[config.mk]
export PLATFORM = sky130hd
export DESIGN_NAME = morse_key_decoder
export DESIGN_NICKNAME = d
export VERILOG_FILES = /design/src/sv/mkd_pkg.sv /design/src/sv/mkd_letter_decode.sv /design/src/sv/morse_key_decoder.sv
export VERILOG_INCLUDE_DIRS = /design/src /design/src/sv
export SDC_FILE = /design/constraint.sdc
export NUM_CORES = 1
export LEC_CHECK = 0
export BUFFER_PORTS_ARGS = -buffer_cell sky130_fd_sc_hd__buf_4
export CAP_MARGIN = 20
export CORE_UTILIZATION = 56
export CTS_CLUSTER_DIAMETER = 200
export DETAILED_ROUTE_END_ITERATION = 16
export PLACE_DENSITY = 0.79
export RECOVER_POWER = 25
export SLEW_MARGIN = 15
export SYNTH_ARGS = -nofsm -noshare
export SYNTH_HDL_FRONTEND = slang
export SYNTH_HIERARCHICAL = 1
export SYNTH_SLANG_ARGS = --single-unit
[constraint.sdc]
create_clock -name clock -period 4.1 [get_ports clock]
set_input_delay 0 -clock clock [delete_from_list [all_inputs] [get_ports clock]]
set_output_delay 0 -clock clock [all_outputs]
set_load 0.005 [all_outputs]
[src/sv/morse_key_decoder_assert.svh]
// Assertion macros for the Morse key decoder.
// Included by the top level; no other dependencies.
`ifndef MORSE_KEY_DECODER_ASSERT_SVH
`define MORSE_KEY_DECODER_ASSERT_SVH

`ifndef SYNTHESIS
// same-cycle implication
`define MKD_ASSERT_IMPLY(label, clk, rst, ante, cons, msg) \
   label: assert property (@(posedge clk) disable iff (rst) (ante) |-> (cons)) \
      else $error(msg);
// next-cycle implication
`define MKD_ASSERT_NEXT(label, clk, rst, ante, cons, msg) \
   label: assert property (@(posedge clk) disable iff (rst) (ante) |=> (cons)) \
      else $error(msg);
`else
`define MKD_ASSERT_IMPLY(label, clk, rst, ante, cons, msg)
`define MKD_ASSERT_NEXT(label, clk, rst, ante, cons, msg)
`endif

`endif

[src/sv/mkd_pkg.sv]
// Shared types, constants and the Morse letter table for the key decoder.
// No dependencies.
`timescale 1ns / 1ps

package mkd_pkg;

   localparam int MKD_MAX_SYMBOLS = 5;
   localparam int CNT_W           = 16;
   localparam int LETTER_W        = 5;
   localparam int CSR_IDX_W       = 3;
   localparam int NUM_LETTERS     = 26;
   localparam int TBL_LEN_W       = 3;
   localparam int TBL_BITS_W      = 4;

   localparam logic [CNT_W-1:0] CNT_MAX = 16'hFFFF;

   // register reset values
   localparam logic [CNT_W-1:0] DOT_MIN_RESET  = 16'd500;
   localparam logic [CNT_W-1:0] DASH_MIN_RESET = 16'd1201;
   localparam logic [CNT_W-1:0] DASH_MAX_RESET = 16'd2400;
   localparam logic [CNT_W-1:0] GAP_LIMIT_RESET = 16'd10;

   // register indexes
   localparam logic [CSR_IDX_W-1:0] CSR_DOT_MIN   = 3'd0;
   localparam logic [CSR_IDX_W-1:0] CSR_DASH_MIN  = 3'd1;
   localparam logic [CSR_IDX_W-1:0] CSR_DASH_MAX  = 3'd2;
   localparam logic [CSR_IDX_W-1:0] CSR_GAP_LIMIT = 3'd3;

   typedef enum logic [1:0] {
      EV_DOT    = 2'd0,
      EV_DASH   = 2'd1,
      EV_LETTER = 2'd2,
      EV_ERROR  = 2'd3
   } event_kind_type;

   typedef struct packed {
      event_kind_type       kind;
      logic [LETTER_W-1:0]  letter;
   } rsp_word_type;

   typedef struct packed {
      logic                 error;
      logic [LETTER_W-1:0]  letter;
   } decode_type;

   // a..z, symbol i in bit i, 1 = dash
   localparam logic [TBL_LEN_W-1:0] LETTER_LEN [NUM_LETTERS] = '{
      3'd2, 3'd4, 3'd4, 3'd3, 3'd1, 3'd4, 3'd3,
      3'd4, 3'd2, 3'd4, 3'd3, 3'd4, 3'd2, 3'd2,
      3'd3, 3'd4, 3'd4, 3'd3, 3'd3, 3'd1, 3'd3,
      3'd4, 3'd3, 3'd4, 3'd4, 3'd4
   };

   localparam logic [TBL_BITS_W-1:0] LETTER_BITS [NUM_LETTERS] = '{
      4'd2,  4'd1,  4'd5,  4'd1,  4'd0,  4'd4,  4'd3,
      4'd0,  4'd0,  4'd14, 4'd5,  4'd2,  4'd3,  4'd1,
      4'd7,  4'd6,  4'd11, 4'd2,  4'd0,  4'd1,  4'd4,
      4'd8,  4'd6,  4'd9,  4'd13, 4'd3
   };

endpackage

[src/sv/mkd_letter_decode.sv]
// Matches collected dot/dash symbols against the a..z table.
// Depends on mkd_pkg.
`timescale 1ns / 1ps

module mkd_letter_decode #(
   parameter int MAX_SYMBOLS = mkd_pkg::MKD_MAX_SYMBOLS
) (
   input  logic [MAX_SYMBOLS-1:0]           symbol_bits,
   input  logic [$clog2(MAX_SYMBOLS+1)-1:0] symbol_length,
   input  logic                             symbol_overflow,
   output mkd_pkg::decode_type              decode
);
   import mkd_pkg::*;

   localparam int LEN_W = $clog2(MAX_SYMBOLS + 1);

   logic                found;
   logic [LETTER_W-1:0] letter;

   // codes are unique, so the first hit is the only hit
   always_comb begin
      found  = 1'b0;
      letter = '0;
      for (int i = 0; i < NUM_LETTERS; i++) begin
         if (!found && symbol_length == LEN_W'(LETTER_LEN[i]) &&
             symbol_bits == MAX_SYMBOLS'(LETTER_BITS[i])) begin
            found  = 1'b1;
            letter = LETTER_W'(i);
         end
      end
   end

   always_comb begin
      decode.error  = symbol_overflow || (symbol_length == '0) || !found;
      decode.letter = decode.error ? '0 : letter;
   end

endmodule

[src/sv/morse_key_decoder.sv]
// Morse key decoder: one key sample per word in, dot/dash/letter/error words out.
// Result words are registered: each enters the output register, or the skid when stalled.
// Throughput: one sample per cycle while req_stall is low; the output, a register
// plus skid entry, keeps req_stall registered and raises it only after a stall.
// Reset: synchronous, clears counters and symbols, returns registers to defaults.
// Depends on mkd_pkg, mkd_letter_decode and morse_key_decoder_assert.svh.
`timescale 1ns / 1ps
`include "morse_key_decoder_assert.svh"

module morse_key_decoder #(
   parameter int MAX_SYMBOLS = mkd_pkg::MKD_MAX_SYMBOLS
) (
   input  logic                              clock,
   input  logic                              reset,
   // sample channel
   input  logic                              req_valid,
   output logic                              req_stall,
   input  logic                              req_key_pressed,
   // result channel
   output logic                              rsp_valid,
   input  logic                              rsp_stall,
   output logic [1:0]                        rsp_event_kind,
   output logic [mkd_pkg::LETTER_W-1:0]      rsp_letter_index,
   // register write channel
   input  logic                              csr_valid,
   output logic                              csr_ready,
   input  logic [mkd_pkg::CSR_IDX_W-1:0]     csr_index,
   input  logic [mkd_pkg::CNT_W-1:0]         csr_data
);
   import mkd_pkg::*;

   localparam int LEN_W = $clog2(MAX_SYMBOLS + 1);
   localparam logic [LEN_W-1:0] LEN_FULL = LEN_W'(MAX_SYMBOLS);

   // ---------------------------------------------------------------
   // Configuration registers. Writes are always taken; unknown
   // indexes are dropped.
   // ---------------------------------------------------------------
   logic [CNT_W-1:0] dot_min_ff, dash_min_ff, dash_max_ff, gap_limit_ff;

   assign csr_ready = 1'b1;

   always_ff @(posedge clock) begin
      if (reset) begin
         dot_min_ff   <= DOT_MIN_RESET;
         dash_min_ff  <= DASH_MIN_RESET;
         dash_max_ff  <= DASH_MAX_RESET;
         gap_limit_ff <= GAP_LIMIT_RESET;
      end else if (csr_valid && csr_ready) begin
         unique case (csr_index)
            CSR_DOT_MIN:   dot_min_ff   <= csr_data;
            CSR_DASH_MIN:  dash_min_ff  <= csr_data;
            CSR_DASH_MAX:  dash_max_ff  <= csr_data;
            CSR_GAP_LIMIT: gap_limit_ff <= csr_data;
            default: ;
         endcase
      end
   end

   // ---------------------------------------------------------------
   // Decoder state
   // ---------------------------------------------------------------
   logic [CNT_W-1:0]       press_ff, press_in;
   logic [CNT_W-1:0]       gap_ff, gap_in;
   logic [MAX_SYMBOLS-1:0] sym_bits_ff, sym_bits_in;
   logic [LEN_W-1:0]       sym_len_ff, sym_len_in;
   logic                   overflow_ff, overflow_in;
   logic                   waiting_ff, waiting_in;
   logic                   key_was_ff, key_was_in;

   logic                   req_accept;
   logic                   produce;
   rsp_word_type           new_word;
   decode_type             decode;
   logic [CNT_W-1:0]       gap_inc;
   logic                   is_dot, is_dash;

   assign req_accept = req_valid && !req_stall;

   mkd_letter_decode #(
      .MAX_SYMBOLS(MAX_SYMBOLS)
   ) u_decode (
      .symbol_bits    (sym_bits_ff),
      .symbol_length  (sym_len_ff),
      .symbol_overflow(overflow_ff),
      .decode         (decode)
   );

   // press classification; an out-of-order window simply never matches
   assign is_dot  = (press_ff >= dot_min_ff) && (press_ff < dash_min_ff);
   assign is_dash = (press_ff >= dash_min_ff) && (press_ff <= dash_max_ff);
   assign gap_inc = (gap_ff == CNT_MAX) ? CNT_MAX : gap_ff + 1'b1;

   always_comb begin
      press_in    = press_ff;
      gap_in      = gap_ff;
      sym_bits_in = sym_bits_ff;
      sym_len_in  = sym_len_ff;
      overflow_in = overflow_ff;
      waiting_in  = waiting_ff;
      key_was_in  = key_was_ff;
      produce     = 1'b0;
      new_word.kind   = EV_DOT;
      new_word.letter = '0;

      if (req_accept) begin
         if (req_key_pressed) begin
            // key held: count the press, any gap is over
            press_in   = (press_ff == CNT_MAX) ? CNT_MAX : press_ff + 1'b1;
            gap_in     = '0;
            waiting_in = 1'b0;
            key_was_in = 1'b1;
         end else if (key_was_ff) begin
            // release edge: classify, start the gap (not counted this tick)
            key_was_in = 1'b0;
            press_in   = '0;
            gap_in     = '0;
            waiting_in = 1'b1;
            if (is_dot || is_dash) begin
               produce       = 1'b1;
               new_word.kind = is_dot ? EV_DOT : EV_DASH;
               if (sym_len_ff < LEN_FULL) begin
                  sym_bits_in = sym_bits_ff |
                                (MAX_SYMBOLS'(is_dot ? 1'b0 : 1'b1) << sym_len_ff);
                  sym_len_in  = sym_len_ff + 1'b1;
               end else begin
                  overflow_in = 1'b1;
               end
            end
         end else if (waiting_ff) begin
            gap_in = gap_inc;
            if (gap_inc > gap_limit_ff) begin
               // letter boundary: report and clear the symbol register
               produce         = 1'b1;
               new_word.kind   = decode.error ? EV_ERROR : EV_LETTER;
               new_word.letter = decode.letter;
               sym_bits_in     = '0;
               sym_len_in      = '0;
               overflow_in     = 1'b0;
               gap_in          = '0;
               waiting_in      = 1'b0;
            end
         end
      end
   end

   always_ff @(posedge clock) begin
      if (reset) begin
         press_ff    <= '0;
         gap_ff      <= '0;
         sym_bits_ff <= '0;
         sym_len_ff  <= '0;
         overflow_ff <= 1'b0;
         waiting_ff  <= 1'b0;
         key_was_ff  <= 1'b0;
      end else begin
         press_ff    <= press_in;
         gap_ff      <= gap_in;
         sym_bits_ff <= sym_bits_in;
         sym_len_ff  <= sym_len_in;
         overflow_ff <= overflow_in;
         waiting_ff  <= waiting_in;
         key_was_ff  <= key_was_in;
      end
   end

   // ---------------------------------------------------------------
   // Output register plus skid entry. The skid fills only when a new
   // word arrives while the output word is stalled; req_stall is the
   // skid's valid bit, so it never depends on rsp_stall directly.
   // ---------------------------------------------------------------
   logic         out_valid_ff, out_valid_in;
   logic         skid_valid_ff, skid_valid_in;
   rsp_word_type out_word_ff, out_word_in;
   rsp_word_type skid_word_ff, skid_word_in;
   logic         rsp_take;

   assign rsp_take = out_valid_ff && !rsp_stall;

   always_comb begin
      out_valid_in  = out_valid_ff;
      skid_valid_in = skid_valid_ff;
      out_word_in   = out_word_ff;
      skid_word_in  = skid_word_ff;
      priority if (skid_valid_ff) begin
         // input is stalled here, so nothing new arrives
         if (rsp_take) begin
            out_word_in   = skid_word_ff;
            skid_valid_in = 1'b0;
         end
      end else if (produce) begin
         if (out_valid_ff && !rsp_take) begin
            skid_word_in  = new_word;
            skid_valid_in = 1'b1;
         end else begin
            out_word_in  = new_word;
            out_valid_in = 1'b1;
         end
      end else if (rsp_take) begin
         out_valid_in = 1'b0;
      end else begin
         // nothing moves: output holds
      end
   end

   always_ff @(posedge clock) begin
      if (reset) begin
         out_valid_ff  <= 1'b0;
         skid_valid_ff <= 1'b0;
      end else begin
         out_valid_ff  <= out_valid_in;
         skid_valid_ff <= skid_valid_in;
      end
   end

   always_ff @(posedge clock) begin
      out_word_ff  <= out_word_in;
      skid_word_ff <= skid_word_in;
   end

   assign req_stall        = skid_valid_ff;
   assign rsp_valid        = out_valid_ff;
   assign rsp_event_kind   = out_word_ff.kind;
   assign rsp_letter_index = out_word_ff.letter;

   // ---------------------------------------------------------------
   // Assertions
   // ---------------------------------------------------------------
   `MKD_ASSERT_IMPLY(a_skid_behind_out, clock, reset, skid_valid_ff, out_valid_ff, "skid word without output word")
   `MKD_ASSERT_IMPLY(a_overflow_full, clock, reset, overflow_ff, sym_len_ff == LEN_FULL, "overflow while symbol register not full")
   `MKD_ASSERT_IMPLY(a_len_bound, clock, reset, 1'b1, sym_len_ff <= LEN_FULL, "symbol length beyond capacity")
   `MKD_ASSERT_NEXT(a_press_ends_gap, clock, reset, req_accept && req_key_pressed, !waiting_ff && gap_ff == '0 && key_was_ff, "press did not close the gap")

endmodule
==> flow_summary.yaml, run 1 <==
timing:
  slew_at_the_pin_closest_to_its_max_slew_limit_ps: 1080
  timing.final.setup_violations: 0
  fin_skew_ps: 7.68
  post-route-period-util: 0.939
  worst_hold_slack_ps: 71.1
  hold_viol: 0
  setup_tns_ps: 0
  relSlewSlack: 0.278
  maxSlewViolCount: 0
  fmaxAchievable_mhz: 260
  min_period_ps: 3850
floorplanning:
  die_area_um2: 13700
  fp-row-count: 41
  design.core.area_um2: 12800
  top_level_ports: 35
  die_height_um: 117
  dieWidth_um: 117
  initial_utilization: 0.582
setup_path:
  crit_required_ps: 4240
  slowest_stage: "a2111oi_2"
  critical_path_source_type: "flip-flop"
  reg_to_reg_setup_timing_slack_ps: 250
  cell_family_contributing_the_most_delay_on_the_critical_path: "simple AND/OR/NAND/NOR gates"
  cp_slowest_stage_delay_ps: 430
  cp_data_arrival_time_ps: 3990
  critPathKind: "flip-flop to flip-flop"
  end_kind: "flip-flop"
  worst-path-max-fanout: 11
  timing.critical_path.cells: "ha_4, and3_1, and3_4, and2_4, nand2_1, or2_4, buf_4, nand2_1, inv_1, ha_1, nor2b_1, o211ai_1, a2111oi_2, nor3_2, nor3_2, a21o_4, a21oi_1, a21oi_1, buf_4"
  crit_buf_inv: 3
clocking:
  cts_bufs_inserted: 17
  htreeDepth: 4
  clk_latency_ps: 420
  clockRootBuffer: "clkbuf_16"
  clock_sink_count: 123
  clock_tree.buffer_depth: 2
  tritoncts_clock_tree: "built"
  clkTransAtPathRegs_ps: 50
pwr:
  power_density_nw_per_um2: 320
  power.total_mw: 2.72
  total_leakage_power_nw: 3.52
  ir_worst_vdd_v: 0.000289
synth:
  muxShareOfSynthArea: 0.00707
  ys_warn_count: 6
  synth_flop_cell: "dfxtp_1"
  synth-simple-area-share: 0.248
  netlist-cell-type-count: 72
  synth_area_per_cell_um2: 7.85
  syn_inst: 947
  synthAdderAreaFrac: 0.113
  synth_enable_flop_cells: 14
  synth_seq_area_share: 0.350
  synth-compound-area-share: 0.205
  mappedNetlistArea_um2: 7440
  synth.ff_latch_count: 123
  synth_xor_area_frac: 0.0118
  synth_top_family_by_area: "simple AND/OR/NAND/NOR gates"
  proportion_of_register_bits_with_asynchronous_set_or_reset_after_synthesis: 0
  synth_fp_nets: 1039
route:
  route.vias.total: 6831
  drt_drc_violations_left: 0
  finalWirelength_um: 18000
  drt_first_iter_violations: 601
  antenna_violating_nets_post_route: 0
  post_drt_via_cell_ratio: 5.87
  firstDrtPassIters: 8
  routedWlPerCell_um: 15.5
run_status:
  outcome: "complete, no violations"
finish:
  share_of_post_route_cells_with_drive_strength_above_1: 0.0887
  layout_common_cells: "nand2_1, dfxtp_1, a21oi_1, inv_1, ha_1"
  diodes: 0
  area_growth_syn_to_layout_pct: 14.1
  layout_commonest_cell: "nand2_1"
  finalNetCount: 1073
  fin_cells: 1164
global_routing:
  grt_max_degree: 107
  vias_in_the_first_global_route: 6128
  wire_length_of_the_first_global_routing_pass_um: 29500
  antenna_found_initial: 0
  track_usage: 0.279
  overflow_left_after_global_routing: 0
place:
  hpwl_um: 12000
  placedCellCount: 1111
  total_of_buffers_placed_on_input_and_output_ports: 33
  final_gp_congestion: 0.878
worst_hold_path:
  min-delay-path-class: "primary input to flip-flop"
job:
  maxCapViolCount: 0
worst reg2reg max path: cells and delay by family (launching register included):
kind            cells  cell delay [ps]
buf+inv             3              390
simple gates        9             1530
fa+ha+maj           2              350
flops               1              410
compound gates      5              890
what timing repair did:
| item | in CTS | in global routing |
|---|---|---|
| endpoints found under the hold margin | 68 | 0 |
| gates resized for setup | 1 | 7 |
| buffers inserted | 0 | 1 |
| pin swaps | 0 | 2 |
| setup endpoints to repair | 7 | 43 |
| hold buffers | 22 | 0 |
worst paths after layout:
kind	startpoint	end	depth (start not counted)
setup / recovery	gap_ff[1]$_SDFFE_PP0P_	rsp_letter_index[1]$_DFFE_PP_	19
hold / removal	csr_valid	dot_min_ff[3]$_SDFFE_PP0P_	5
setup reg to reg	gap_ff[1]$_SDFFE_PP0P_	rsp_letter_index[1]$_DFFE_PP_	19
hold reg to reg	gap_limit_ff[14]$_SDFFE_PP0P_	gap_limit_ff[14]$_SDFFE_PP0P_	2
per-layer routing:
metal | routed length, µm | vias up | track usage | share of wire
met1 | 8250 | 3169 | 0.381 | 0.46
met5 | 0 | - | 0 | 0
li1 | - | 3389 | - | -
met2 | 8250 | 239 | 0.441 | 0.46
met4 | 342 | 0 | 0.0954 | 0.019
met3 | 1150 | 34 | 0.0520 | 0.064
through the flow:
| stage | instance area [µm²] | utilization | setup WS (ps) |
|---|---|---|---|
| after floorplan | 7440 | - | 241 |
| after global placement | 7730 | 0.605 | 64.5 |
| after detailed placement | 7730 | 0.605 | -17.8 |
| after CTS | 8460 | 0.662 | 47.0 |
| after global routing | 8480 | 0.664 | -31.2 |
| final | 8480 | 0.664 | 249 |
Yosys cell counts (4+ instances only):
library cell / number / area (µm²)
nor3_1: 15 / 75.1
or3_1: 5 / 31.3
xor2_1: 5 / 43.8
nand3b_1: 13 / 97.6
buf_2: 7 / 35.0
o211ai_1: 5 / 37.5
edfxtp_1: 14 / 420
nand2_1: 167 / 627
a21boi_0: 4 / 30.0
nand4_1: 18 / 113
o21ai_0: 36 / 180
xnor2_1: 5 / 43.8
a21oi_1: 103 / 515
inv_1: 71 / 267
nor2b_1: 12 / 75.1
clkbuf_1: 32 / 120
a211o_1: 7 / 61.3
ha_1: 67 / 838
a31oi_1: 8 / 50.1
dfxtp_1: 109 / 2180
o21ai_1: 4 / 20.0
nand2b_1: 13 / 81.3
o31ai_1: 4 / 30.0
a21o_1: 18 / 135
and2_1: 9 / 56.3
buf_4: 4 / 30.0
nor4_1: 7 / 43.8
and3_1: 14 / 87.6
nand3_1: 30 / 150
o21a_1: 4 / 30.0
a22oi_1: 18 / 135
nor2_1: 57 / 214
flip-flops by register name (all words and copies together), names as in the netlist:
signal / flops
dash_max_ff: 16
dash_min_ff: 16
dot_min_ff: 16
gap_ff: 16
gap_limit_ff: 16
press_ff: 16
skid_word_ff: 7
rsp_letter_index: 5
sym_bits_ff: 5
sym_len_ff: 3
rsp_event_kind: 2
key_was_ff: 1
overflow_ff: 1
req_stall: 1
rsp_valid: 1
waiting_ff: 1
power by group:
part           internal [mW]  switching, mW
combinational         0.0704          0.106
sequential              1.23         0.0104
clock                  0.791          0.507
total                   2.09          0.624
kinds of logic (layout without fill, tap and decap cells):
family	after synthesis	count (layout)
AO/OA/AOI/OAI	241	241
XOR/XNOR	10	10
adder cells (fa/ha/maj)	67	67
buffers and inverters	118	163
flip-flops	123	123
multiplexers	5	5
other	1	1
AND/OR/NAND/NOR	382	382
final cells by class:
cell class | count | area, µm²
fillers | 1038 | 4290
inverters | 71 | 267
clock inverters | 4 | 20.0
clock buffers | 26 | 479
flip-flops and latches | 123 | 2600
repair buffers | 62 | 509
well taps | 172 | 215
multi-input cells | 706 | 4390
No activity file was read; power rests on OpenSTA's default activity.
==> inputs of run 2 (changes only) <==
BUFFER_PORTS_ARGS = default   (was -buffer_cell sky130_fd_sc_hd__buf_4)
CORE_UTILIZATION = 58   (was 56)
DONT_BUFFER_PORTS = 1   (was default)
PLACE_DENSITY = 0.78   (was 0.79)
==> flow_summary.yaml, run 2 (same netlist as run 1, synthesis figures left out) <==
global_routing:
  overflow_left_after_global_routing: 0
  antenna_found_initial: 1
  grt_max_degree: 107
  vias_in_the_first_global_route: 6218
  wire_length_of_the_first_global_routing_pass_um: 30000
  track_usage: 0.290
setup_path:
  worst_r2r_endpoint: "sym_bits_ff[0]$_SDFFE_PP0P_"
  cell_family_contributing_the_most_delay_on_the_critical_path: "simple AND/OR/NAND/NOR gates"
  critical_path_source_type: "flip-flop"
  end_kind: "flip-flop"
  crit_required_ps: 4440
  worst-path-max-fanout: 5
  reg_to_reg_setup_timing_slack_ps: 90
  most_common_cell_on_crit_path: "ha_1"
  path_depth: 14
  rr_startpoint: "gap_ff[0]$_SDFFE_PP0P_"
  slowest_stage: "nor4_2"
  timing.critical_path.cells: "ha_1, and3_1, and3_2, nand3_1, nor2_1, or3b_2, ha_1, nand4_1, buf_4, nor4_2, nor3_4, or3_1, or2_4, o31ai_4"
  crit_buf_inv: 1
  cp_slowest_stage_delay_ps: 580
  cp_data_arrival_time_ps: 4350
  critPathKind: "flip-flop to flip-flop"
  reg2regPathDepth: 14
floorplanning:
  top_level_ports: 35
  design.core.area_um2: 12300
  dieWidth_um: 115
  fp-row-count: 40
  die_height_um: 115
  initial_utilization: 0.606
  die_area_um2: 13300
timing:
  fin_skew_ps: 7.34
  timing.final.setup_violations: 0
  post-route-period-util: 0.977
  slew_at_the_pin_closest_to_its_max_slew_limit_ps: 1060
  fmaxAchievable_mhz: 250
  min_period_ps: 4010
  maxSlewViolCount: 0
  relSlewSlack: 0.294
  hold_viol: 0
finish:
  final_core_utilization: 0.682
  area_growth_syn_to_layout_pct: 12.5
  finalNetCount: 1039
  fin_cells: 1128
  share_of_post_route_cells_with_drive_strength_above_1: 0.0646
  fillers: 968
  layout_commonest_cell: "nand2_1"
  diodes: 0
  layout_common_cells: "nand2_1, dfxtp_1, a21oi_1, inv_1, ha_1"
route:
  drt_drc_violations_left: 0
  drt_first_iter_violations: 788
  finalWirelength_um: 18100
  post_drt_via_cell_ratio: 5.97
  antenna_violating_nets_post_route: 0
  route.vias.total: 6737
  routedWlPerCell_um: 16.1
  firstDrtPassIters: 6
place:
  hpwl_um: 12000
  placedCellCount: 1072
  final_gp_congestion: 0.867
  total_of_buffers_placed_on_input_and_output_ports: 0
clocking:
  clk_latency_ps: 420
  clockRootBuffer: "clkbuf_16"
  clock_sink_count: 123
  clkTransAtPathRegs_ps: 50
  tritoncts_clock_tree: "built"
  clock_tree.buffer_depth: 2
  cts_bufs_inserted: 17
  htreeDepth: 4
pwr:
  internal-power_mw: 2.29
  p_comb_frac: 0.056
  share_clk_of_total_power: 0.520
  total_leakage_power_nw: 3.44
  power_density_nw_per_um2: 351
  p_sw_frac: 0.219
  power.switching_uw: 644
  ir_worst_vdd_v: 0.000444
  seq_power_share: 0.424
job:
  maxCapViolCount: 0
worst_hold_path:
  holdPathStages: 4
  min-delay-path-class: "primary input to flip-flop"
  worst_hold_startpoint: "csr_valid"
  worstHoldEndpoint: "dot_min_ff[3]$_SDFFE_PP0P_"
run_status:
  outcome: "complete, no violations"
## run 2: cell count changes in the layout (fill, tap and decap cells not counted), sizes merged
cell / delta
buf: -24
clkbuf: -12
bufinv: +3
clkinv: +1
## run 2: area by class of cell
type | instances | area, µm² | share of cell area
multi-input cells | 706 | 4400 | 0.526
flip-flops and latches | 123 | 2600 | 0.311
well taps | 168 | 210 | 0.0251
clock inverters | 8 | 115 | 0.0138
clock buffers | 24 | 482 | 0.0576
inverters | 71 | 267 | 0.0319
repair buffers | 28 | 285 | 0.0341
## run 2: routing by layer
metal / vias up / GRT usage / wire [µm]
met2: 206 / 0.444 / 7980
met3: 31 / 0.0664 / 1050
met4: 2 / 0.100 / 345
met5: - / 0 / 13
met1: 3166 / 0.400 / 8750
li1: 3332 / - / -
## run 2: what timing repair did
action / 4_1_cts / 5_1_grt
resized for setup: 1 / 8
setup buffers: 0 / 1
pin swaps: 0 / 4
hold endpoints to repair: 123 / 0
setup endpoints to repair: 7 / 26
hold buffers: 23 / 0
## run 2: worst max path at each step
| stage | startpoint | endpoint |
|---|---|---|
| after global placement | gap_ff[0]$_SDFFE_PP0P_ | rsp_letter_index[4]$_DFFE_PP_ |
| after global routing | gap_ff[0]$_SDFFE_PP0P_ | sym_bits_ff[0]$_SDFFE_PP0P_ |
| after CTS | gap_ff[0]$_SDFFE_PP0P_ | rsp_event_kind[0]$_DFFE_PP_ |
| final | gap_ff[0]$_SDFFE_PP0P_ | sym_bits_ff[0]$_SDFFE_PP0P_ |
| after detailed placement | gap_ff[0]$_SDFFE_PP0P_ | rsp_event_kind[1]$_DFFE_PP_ |
| after floorplan | gap_ff[0]$_SDFFE_PP0P_ | rsp_event_kind[0]$_DFFE_PP_ |
## run 2: through the flow
step / setup WS (ps) / instance area [µm²] / TNS, ps / hold WS, ps / total power [mW]
2_1_floorplan: 241 / 7440 / 0 / 118 / 1.37
6_report: 93.8 / 8370 / 0 / 37.6 / 2.94
4_1_cts: 82.1 / 8310 / 0 / 23.8 / 2.94
3_5_place_dp: 80.3 / 7470 / 0 / 90.4 / 1.38
5_1_grt: -67.0 / 8370 / -279 / 70.9 / 3.02
3_3_place_gp: 205 / 7470 / 0 / 84.2 / 1.37
## run 2: power groups by stage
stage | Combinational [mW] | Sequential, mW | Clock, mW
after detailed placement | 0.108 | 1.27 | 0
after floorplan | 0.100 | 1.27 | 0
after global routing | 0.182 | 1.24 | 1.59
after global placement | 0.106 | 1.27 | 0
after CTS | 0.158 | 1.24 | 1.54
final | 0.164 | 1.24 | 1.53
## run 2: worst register-to-register path, stage by stage, from the launching register on
cell and delay (ps):
dfxtp_1 340, ha_1 250, and3_1 230, and3_2 260, nand3_1 140, nor2_1 120
or3b_2 510, ha_1 320, nand4_1 130, buf_4 190, nor4_2 580, nor3_4 80
or3_1 360, or2_4 270, o31ai_4 160
==> inputs of run 3 (changes only) <==
ABC_AREA = 1   (was default)
==> flow_summary.yaml, run 3 <==
floorplanning:
  top_level_ports: 35
  die_height_um: 117
  design.core.area_um2: 12700
  initial_utilization: 0.600
  dieWidth_um: 117
  die_area_um2: 13600
  fp-row-count: 41
global_routing:
  grt_max_degree: 65
  vias_in_the_first_global_route: 6512
  overflow_left_after_global_routing: 0
  wire_length_of_the_first_global_routing_pass_um: 29700
  track_usage: 0.281
  antenna_found_initial: 0
job:
  maxCapViolCount: 0
finish:
  share_of_post_route_cells_with_drive_strength_above_1: 0.0921
  finalNetCount: 1209
  fillers: 1025
  diodes: 0
  layout_common_cells: "nand2_1, inv_1, a21oi_1, dfxtp_1, nor2_1"
  layout_commonest_cell: "nand2_1"
  area_growth_syn_to_layout_pct: 16.4
  multi_input_area_um2: 4220
  sequential_cell_area_um2: 2600
  final_design_area_no_fill_um2: 8880
timing:
  timing.final.setup_violations: 0
  relSlewSlack: 0.0814
  post-route-period-util: 0.919
  fmaxAchievable_mhz: 265
  fin_skew_ps: 12.0
  min_period_ps: 3770
  slew_at_the_pin_closest_to_its_max_slew_limit_ps: 1370
  maxSlewViolCount: 0
  hold_viol: 0
  setup_ws_ps: 331
clocking:
  tritoncts_clock_tree: "built"
  clockRootBuffer: "clkbuf_16"
  htreeDepth: 4
  clkTransAtPathRegs_ps: 50
  cts_bufs_inserted: 17
  clock_sink_count: 123
  clock_tree.buffer_depth: 2
  clk_latency_ps: 420
synth:
  synth_top_area_cell: "dfxtp_1"
  synthAdderAreaFrac: 0.110
  synth-simple-area-share: 0.263
  syn_inst: 1076
  synth_flop_cell: "dfxtp_1"
  synth_area_per_cell_um2: 7.09
  synth.cells.most_frequent: "nand2_1, inv_1, a21oi_1"
  post-synth-top-count-cell: "nand2_1"
  synth_seq_area_share: 0.341
  muxShareOfSynthArea: 0
  netlist-cell-type-count: 45
  synth_top_family_by_area: "simple AND/OR/NAND/NOR gates"
  synth_largest_type_area_fraction: 0.286
  proportion_of_register_bits_with_asynchronous_set_or_reset_after_synthesis: 0
  synth_fp_nets: 1168
  synthTopCellsByArea: "dfxtp_1, ha_1, nand2_1"
  mappedNetlistArea_um2: 7630
  synth-compound-area-share: 0.161
  synth.ff_latch_count: 123
  ys_warn_count: 6
  synth_enable_flop_cells: 14
  synth_xor_area_frac: 0.0195
route:
  post_drt_via_cell_ratio: 5.43
  route.vias.total: 7069
  antenna_violating_nets_post_route: 0
  firstDrtPassIters: 7
  drt_drc_violations_left: 0
  finalWirelength_um: 18000
  drt_first_iter_violations: 574
  routedWlPerCell_um: 13.8
place:
  total_of_buffers_placed_on_input_and_output_ports: 0
  hpwl_um: 12300
  placement.cell_area_um2: 7730
  final_gp_congestion: 0.905
  place_ws_ps: 314
setup_path:
  worst_r2r_endpoint: "gap_ff[0]$_SDFFE_PP0P_"
  worst-path-max-fanout: 11
  rr_startpoint: "gap_ff[0]$_SDFFE_PP0P_"
  critPathKind: "flip-flop to flip-flop"
  cp_data_arrival_time_ps: 4130
  critical_path_source_type: "flip-flop"
  reg2regPathDepth: 20
  end_kind: "flip-flop"
  crit_required_ps: 4460
  reg_to_reg_setup_timing_slack_ps: 330
  timing.critical_path.from: "gap_ff[0]$_SDFFE_PP0P_"
pwr:
  power.total_mw: 3.12
  power_density_nw_per_um2: 351
  ir_worst_vdd_v: 0.000391
  total_leakage_power_nw: 3.82
worst_hold_path:
  worstHoldEndpoint: "press_ff[15]$_SDFFE_PP0P_"
  min-delay-path-class: "primary input to flip-flop"
  worst_hold_startpoint: "req_key_pressed"
  holdPathStages: 4
run_status:
  outcome: "complete, no violations"
==> run 3: cell count changes in the layout (fill, tap and decap cells not counted), sizes merged, moves of 15 or more <==
cell	delta
nand2	+37
nand3	+29
dlygate4sd3	+24
inv	+102
a21o	-16
and3	-15
nor2	+58
o21ai	+42
a22oi	-18
==> run 3: timing repair <==
action	in CTS	in global routing
gates resized for setup	0	1
buffers inserted	0	4
hold buffers	47	0
hold endpoints to repair	110	0
endpoints found under the setup margin	0	10
==> run 3: critical path, cell delays in order, from the launching register on <==
cell and delay [ps]:
dfxtp_1 390, ha_1 210, nand3_1 130, nor3_2 180, inv_2 100, nor2_2 120
nand3_2 220, o21ai_1 210, ha_1 270, a21oi_1 130, nor2_1 50, nor3_1 140
nand2_1 80, nand2_1 60, nand2_1 50, nand2_1 130, nand2_1 150, nor2_4 270
o21ai_1 110, a21oi_1 140, dlygate4sd3_1 560
==> run 3: final cells by class <==
| cell class | instances | share of cell area |
|---|---|---|
| flip-flops and latches | 123 | 0.293 |
| multi-input cells | 746 | 0.475 |
| clock inverters | 9 | 0.0179 |
| inverters | 175 | 0.0743 |
| clock buffers | 22 | 0.0558 |
| well taps | 172 | 0.0242 |
| repair buffers | 54 | 0.0592 |
==> run 3: cell families after synthesis <==
kind of cell / count (synthesis)
flip-flops: 123
AO/OA/AOI/OAI: 226
adder cells (fa/ha/maj): 67
other: 1
AND/OR/NAND/NOR: 435
XOR/XNOR: 17
buffers and inverters: 207
==> run 3: metal layers <==
layer	share of wire	track usage	vias to the layer above
met3	0.062	0.0737	19
li1	-	-	3619
met2	0.46	0.456	193
met1	0.47	0.367	3238
met4	0.012	0.0819	0
met5	0	0	-
==> run 3: report_power, final <==
part           switching, mW  internal (mW)  total, mW
registers             0.0130           1.24       1.25
clock network          0.547           1.10       1.65
logic                  0.138         0.0783      0.216
==> run 3: through the flow <==
stage          setup TNS [ps]  utilization  hold WS, ps  std cells
2_1_floorplan               0            -          126       1076
3_3_place_gp                0        0.607         72.9       1219
3_5_place_dp                0        0.607         75.3       1219
4_1_cts                     0        0.696          118       1297
5_1_grt                 -11.2        0.698          162       1301
6_report                    0        0.698          146       1301
==> run 3: worst max path at each step <==
stage,endpoint,slack [ps],depth (start not counted)
5_1_grt,gap_ff[0]$_SDFFE_PP0P_,-10,20
4_1_cts,gap_ff[0]$_SDFFE_PP0P_,210,20
3_3_place_gp,rsp_letter_index[1]$_DFFE_PP_,500,21
6_report,gap_ff[0]$_SDFFE_PP0P_,330,20
3_5_place_dp,rsp_letter_index[2]$_DFFE_PP_,310,21
2_1_floorplan,rsp_event_kind[0]$_DFFE_PP_,890,19
